$ cat config.mk
export PLATFORM = sky130hd
export DESIGN_NAME = icv6_verdict
export DESIGN_NICKNAME = d
export VERILOG_FILES = /design/src/rtl/core/icv6_pkg.sv /design/src/rtl/core/icv6_verdict.sv
export SDC_FILE = /design/constraint.sdc
export NUM_CORES = 1
export LEC_CHECK = 0
export ABC_AREA = 1
export BUFFER_PORTS_ARGS = -buffer_cell sky130_fd_sc_hd__buf_2
export CORE_AREA = 2 2 109 111
export DETAILED_ROUTE_END_ITERATION = 8
export DIE_AREA = 0 0 111 113
export PLACE_DENSITY = 0.62
export SETUP_SLACK_MARGIN = 0.1
export SLEW_MARGIN = 40
export SYNTH_ARGS = -nofsm -noshare
export SYNTH_HDL_FRONTEND = slang
export SYNTH_SLANG_ARGS = --single-unit
$ cat constraint.sdc
create_clock -name vclk -period 3.55
set_clock_uncertainty 0.15 [all_clocks]
set_input_delay 0 -clock vclk [all_inputs]
set_output_delay 0 -clock vclk [all_outputs]
set_load 0.005 [all_outputs]
$ cat src/rtl/core/icv6_pkg.sv
// Shared types and constants for the ICMPv6 header checker.
// No dependencies; imported by icv6_verdict and icmpv6_header_checker.
package icv6_pkg;

    localparam int CNT_W      = 16;
    localparam int CFG_IDX_W  = 8;
    localparam int EV_W       = 14;

    localparam logic [CNT_W-1:0] MAX_MESSAGE_BYTES = 16'd65535;

    // Configuration register indexes and reset values
    localparam logic [CFG_IDX_W-1:0] CFG_MIN_MTU       = 8'd0;
    localparam logic [CFG_IDX_W-1:0] CFG_MAX_REACHABLE = 8'd1;
    localparam logic [31:0] MIN_MTU_RESET       = 32'd1280;
    localparam logic [31:0] MAX_REACHABLE_RESET = 32'd3600000;

    // Message types
    localparam logic [7:0] TYPE_UNREACH     = 8'd1;
    localparam logic [7:0] TYPE_TOO_BIG     = 8'd2;
    localparam logic [7:0] TYPE_TIME_EXC    = 8'd3;
    localparam logic [7:0] TYPE_PARAM_PROB  = 8'd4;
    localparam logic [7:0] TYPE_ECHO_REQ    = 8'd128;
    localparam logic [7:0] TYPE_ECHO_REPLY  = 8'd129;
    localparam logic [7:0] TYPE_ROUTER_SOL  = 8'd133;
    localparam logic [7:0] TYPE_ROUTER_ADV  = 8'd134;
    localparam logic [7:0] TYPE_NODE_QUERY  = 8'd139;
    localparam logic [7:0] TYPE_NODE_RESP   = 8'd140;

    localparam logic [7:0] UNREACH_CODE_BEYOND = 8'd2;
    localparam logic [7:0] UNREACH_CODE_MAX    = 8'd6;
    localparam logic [7:0] NODE_INFO_CODE_MAX  = 8'd2;

    localparam logic [3:0] IP_VERSION_6 = 4'd6;
    localparam logic [7:0] PROTO_TCP    = 8'd6;
    localparam logic [7:0] PROTO_UDP    = 8'd17;

    // Byte offsets inside the message
    localparam logic [CNT_W-1:0] OFS_TYPE       = 16'd0;
    localparam logic [CNT_W-1:0] OFS_CODE       = 16'd1;
    localparam logic [CNT_W-1:0] OFS_W4_FIRST   = 16'd4;
    localparam logic [CNT_W-1:0] OFS_W4_LAST    = 16'd7;
    localparam logic [CNT_W-1:0] OFS_W8_FIRST   = 16'd8;
    localparam logic [CNT_W-1:0] OFS_W8_LAST    = 16'd11;
    localparam logic [CNT_W-1:0] OFS_INNER_NH   = 16'd14;
    localparam logic [CNT_W-1:0] OFS_SPORT_HI   = 16'd48;
    localparam logic [CNT_W-1:0] OFS_SPORT_LO   = 16'd49;
    localparam logic [CNT_W-1:0] OFS_DPORT_HI   = 16'd50;
    localparam logic [CNT_W-1:0] OFS_DPORT_LO   = 16'd51;

    // Length thresholds
    localparam logic [CNT_W-1:0] LEN_BASE_HDR   = 16'd4;
    localparam logic [CNT_W-1:0] LEN_SHORT_MSG  = 16'd8;
    localparam logic [CNT_W-1:0] LEN_LONG_MSG   = 16'd16;
    localparam logic [CNT_W-1:0] LEN_INNER_HDR  = 16'd48;
    localparam logic [CNT_W-1:0] LEN_WITH_PORTS = 16'd52;

    localparam logic [3:0] HDR_LEN_BASE = 4'd4;
    localparam logic [3:0] HDR_LEN_EXT  = 4'd8;

    // Event bit positions
    localparam int EV_HDR_TRUNC     = 0;
    localparam int EV_DST_MCAST     = 1;
    localparam int EV_TYPE_SHORT    = 2;
    localparam int EV_BAD_MTU       = 3;
    localparam int EV_UNR_CODE2     = 4;
    localparam int EV_UNR_CODE_HIGH = 5;
    localparam int EV_RA_CODE       = 6;
    localparam int EV_RA_REACH      = 7;
    localparam int EV_RS_CODE       = 8;
    localparam int EV_RS_RESERVED   = 9;
    localparam int EV_NI_CODE       = 10;
    localparam int EV_TYPE_OTHER    = 11;
    localparam int EV_INNER_TRUNC   = 12;
    localparam int EV_INNER_VER     = 13;

    // Fields captured while a message streams in
    typedef struct packed {
        logic [CNT_W-1:0] byte_count;
        logic [7:0]       msg_type;
        logic [7:0]       msg_code;
        logic [31:0]      word_at_four;
        logic [31:0]      word_at_eight;
        logic [3:0]       inner_version;
        logic [7:0]       inner_next_header;
        logic [15:0]      src_port;
        logic [15:0]      dst_port;
    } t_msg;

    // One verdict
    typedef struct packed {
        logic            accepted;
        logic [EV_W-1:0] event_mask;
        logic [3:0]      payload_offset;
        logic [15:0]     payload_length;
        logic [3:0]      layer_length;
        logic [7:0]      embedded_proto;
        logic            ports_valid;
        logic [15:0]     orig_src_port;
        logic [15:0]     orig_dst_port;
    } t_result;

endpackage

$ cat src/rtl/core/icv6_verdict.sv
// Verdict logic: turns the captured message fields into one result.
// Depends on icv6_pkg.
module icv6_verdict import icv6_pkg::*; (
    input  t_msg        i_msg,
    input  logic        i_mcast,
    input  logic [31:0] i_min_mtu,
    input  logic [31:0] i_max_reach,
    output t_result     o_result
);

    logic             is_echo, is_err, is_ra, is_rs, is_ni, known;
    logic [CNT_W-1:0] need;
    logic             ok;
    logic [3:0]       off, lyr;
    logic [EV_W-1:0]  ev;
    logic [7:0]       proto;
    logic             pv;
    logic [15:0]      sp, dp;

    always_comb begin
        is_echo = (i_msg.msg_type inside {TYPE_ECHO_REQ, TYPE_ECHO_REPLY});
        is_err  = (i_msg.msg_type inside {TYPE_UNREACH, TYPE_TOO_BIG, TYPE_TIME_EXC,
                                          TYPE_PARAM_PROB});
        is_ra   = (i_msg.msg_type == TYPE_ROUTER_ADV);
        is_rs   = (i_msg.msg_type == TYPE_ROUTER_SOL);
        is_ni   = (i_msg.msg_type inside {TYPE_NODE_QUERY, TYPE_NODE_RESP});
        known   = is_echo | is_err | is_ra | is_rs | is_ni;

        if (is_ra || is_ni) begin
            need = LEN_LONG_MSG;
        end else if (known) begin
            need = LEN_SHORT_MSG;
        end else begin
            need = LEN_BASE_HDR;
        end

        ev    = '0;
        ok    = 1'b1;
        off   = HDR_LEN_BASE;
        lyr   = HDR_LEN_BASE;
        proto = '0;
        pv    = 1'b0;
        sp    = '0;
        dp    = '0;

        if (i_msg.byte_count < LEN_BASE_HDR) begin
            ev[EV_HDR_TRUNC] = 1'b1;
            ok = 1'b0;
        end else begin
            ev[EV_TYPE_OTHER] = !known;
            if (i_msg.byte_count < need) begin
                ev[EV_TYPE_SHORT] = 1'b1;
                ok = 1'b0;
            end else if (is_echo) begin
                off = HDR_LEN_EXT;
                ev[EV_DST_MCAST] = i_mcast;
            end else if (is_err) begin
                off = HDR_LEN_EXT;
                lyr = HDR_LEN_EXT;
                ev[EV_BAD_MTU] = (i_msg.msg_type == TYPE_TOO_BIG) &&
                                 (i_msg.word_at_four < i_min_mtu);
                if (i_msg.msg_type == TYPE_UNREACH) begin
                    if (i_msg.msg_code == UNREACH_CODE_BEYOND) begin
                        ev[EV_UNR_CODE2] = 1'b1;
                    end else if (i_msg.msg_code > UNREACH_CODE_MAX) begin
                        ev[EV_UNR_CODE_HIGH] = 1'b1;
                    end
                end
                if (i_msg.byte_count < LEN_INNER_HDR) begin
                    ev[EV_INNER_TRUNC] = 1'b1;
                end else if (i_msg.inner_version != IP_VERSION_6) begin
                    ev[EV_INNER_VER] = 1'b1;
                end else begin
                    proto = i_msg.inner_next_header;
                    if ((proto == PROTO_TCP || proto == PROTO_UDP) &&
                        i_msg.byte_count >= LEN_WITH_PORTS) begin
                        pv = 1'b1;
                        sp = i_msg.src_port;
                        dp = i_msg.dst_port;
                    end
                end
            end else if (is_ra) begin
                ev[EV_RA_CODE]  = (i_msg.msg_code != 8'd0);
                ev[EV_RA_REACH] = (i_msg.word_at_eight > i_max_reach);
            end else if (is_rs) begin
                ev[EV_RS_CODE]     = (i_msg.msg_code != 8'd0);
                ev[EV_RS_RESERVED] = (i_msg.word_at_four != 32'd0);
            end else if (is_ni) begin
                ev[EV_NI_CODE] = (i_msg.msg_code > NODE_INFO_CODE_MAX);
            end
        end

        o_result.accepted       = ok;
        o_result.event_mask     = ev;
        o_result.payload_offset = ok ? off : HDR_LEN_BASE;
        o_result.payload_length = ok ? (i_msg.byte_count - {12'd0, off}) : 16'd0;
        o_result.layer_length   = ok ? lyr : HDR_LEN_BASE;
        o_result.embedded_proto = ok ? proto : 8'd0;
        o_result.ports_valid    = ok & pv;
        o_result.orig_src_port  = ok ? sp : 16'd0;
        o_result.orig_dst_port  = ok ? dp : 16'd0;
    end

endmodule

==> flow_metrics.tcl <==
set metrics [dict create \
    nFlopsAndLatches 0 \
    layout_min_cycle_time_ns 3.16 \
    start_util_pct 27.1 \
    synth_compound_area_share_pct 9.74 \
    postRouteAntennaNets 0 \
    yosys.area.top_type "ha_1" \
    p_sw_share_pct 50.7 \
    ys_warn_count 0 \
    setup_ws_ns 0.386 \
    grt_max_degree 22 \
    synth_top_area_share_pct 27.4 \
    hpwl_um 10100 \
    num_io_pins 285 \
    drive_gt1_share_pct 38.4 \
    worstPathArrival_ns 3.01 \
    drt_first_pass_iters 4 \
    p_switching_mw 0.191 \
    die_h_um 113 \
    synthToLayoutAreaGrowth_pct 54.7 \
    seq_power_share_pct 0 \
    wl_um 11100 \
    synth_top_family_by_area "simple AND/OR/NAND/NOR gates" \
    clockPowerShare_pct 0 \
    whs_ns 0.127 \
    critPathCaptureType "output pin" \
    most-common-layout-cells "buf_2, inv_1, nor2_1, nand2_1, ha_1" \
    rsz0062_at_grt "no" \
    die-area_um2 12500 \
    syn_area_um2 3060 \
    synth-simple-area-share_pct 35.5 \
    max-vdd-ir-drop_mv 0.0420 \
    worstPathRequired_ns 3.40 \
    finalHoldViolations 0 \
    total_power_mw 0.376 \
    via_per_inst 4.25 \
    setup-tns-final_ns 0 \
    max_cap_viol_count 0 \
    hp-class "in -> out" \
    antenna_found_initial 0 \
    wl_per_cell_um 11.3 \
    relSlewSlack_pct 57.0 \
    ys_seq_area_share_pct 0 \
    muxShareOfSynthArea_pct 0 \
    drc 0 \
    min_period_over_period_pct 89.1 \
    grt_overflow 0 \
    power_density_nw_per_um2 79.6 \
    synthAdderAreaFrac_pct 28.1 \
    dieWidth_um 111 \
    first_iter_violations 134 \
    run_status "finished, final reports clean" \
    grtUsageTotal_pct 16.4 \
    synthCells 558 \
    globalplace.congestion 0.812 \
    critical_path_class "in -> out" \
    synthTopCellsByArea "ha_1, inv_1, nor2_1, nand2_1, a21oi_1" \
    path_max_fanout 3 \
    grt_first_pass_wirelength_um 17500 \
    synth_cell_types 37 \
    synthXorXnorAreaFrac_pct 3.44 \
    final_common_cell "buf_2" \
    worst_pin_slew_ns 0.645 \
    syn_avg_cell_area_um2 5.48 \
    clkbuf_count 0 \
    place_ws_ns 0.0483 \
    vias 4175 \
    p_leak_nw 3.17 \
    port_buffers 281 \
    setup_violations 0 \
    fin_util_pct 42.0 \
    coreArea_um2 11300 \
    final-seq-area_um2 0 \
    p_int_mw 0.185 \
    fmax_mhz 316 \
    p_comb_share_pct 100.0 \
    slew_violations 0 \
    startpoint_type "input pin" \
    row_count 39 \
    antennaDiodeCount 0 \
    final_nets 1114 \
    grt_pass1_vias 3891 \
]
-- power groups by stage --
stage               clock (mW)  sequential [mW]  combinational, mW
CTS                          0                0              0.369
finish                       0                0              0.376
global placement             0                0              0.364
detailed placement           0                0              0.366
global route                 0                0              0.437
floorplan                    0                0              0.189
-- final timing paths --
path        from           end  slack (ns)  depth (start not counted)
min   i_msg[125]  o_result[46]        0.13                          4
max   i_msg[121]  o_result[60]        0.39                         25
-- stage by stage --
stage	std cells	instance area (µm²)
floorplan	561	3070
global placement	977	4580
detailed placement	977	4580
CTS	977	4590
global route	982	4730
finish	982	4730
-- metal layers --
layer  GRT usage, %  vias to the layer above  share of wire, %
met5              0                        -                 0
met4          0.667                        0                 0
met3           2.30                        0               6.7
met2           32.9                      155                52
met1           19.2                     1748                41
li1               -                     2272                 -
-- cell families after synthesis --
family | count (synthesis)
AO/OA/AOI/OAI | 55
XOR/XNOR | 12
buffers and inverters | 172
other | 1
adder cells (fa/ha/maj) | 68
AND/OR/NAND/NOR | 250
-- cells in the mapped netlist --
cell	n
or2_4	1
nand3_2	1
xnor2_1	1
a21oi_1	35
fa_1	1
nor3_2	2
ha_1	67
and3_1	1
buf_4	6
o21a_1	1
buf_6	5
a211oi_1	2
nor3_1	16
or2_1	1
o211ai_1	4
nor2_2	1
a311oi_1	1
nand4_1	9
o22ai_1	1
conb_1	1
clkbuf_2	1
or2_2	1
nand2_1	86
nor2_1	102
nand3_1	13
xor2_1	11
nor4_1	10
nor3b_1	1
inv_2	1
inv_1	158
clkbuf_1	1
nor4b_1	1
nand2_4	1
o21ai_0	11
nand2_2	1
nand3b_1	1
nor2_4	1
-- layout make-up --
class              count  area [µm²]
multi-input cells    389        2470
repair buffers       291        1480
fillers             1254        6540
well taps            143         179
inverters            159         597
-- worst max-delay path, cell delays in order --
cell and delay, ns:
buf_2 0.11, nor2_2 0.10, nand3_2 0.15, nor3_4 0.26, nor2_4 0.08, nand2_1 0.08
nand2_1 0.05, ha_1 0.26, nand2_1 0.05, nand2_1 0.06, nand2_1 0.06, nand2_2 0.08
nand2_4 0.06, nor2_4 0.13, inv_2 0.06, ha_1 0.28, nand2_2 0.07, nand2_2 0.08
nor4_4 0.27, nand3_2 0.15, nor2_4 0.14, nand3b_1 0.09, xor2_1 0.15, nor2_1 0.08
buf_2 0.11
-- timing repair --
action / CTS / global route
setup buffers: 0 / 5
hold buffers: 0 / 0
setup endpoints to repair: 1 / 6
resized for setup: 1 / 29
pin swaps: 0 / 10
(Power assumes the default switching activity.)
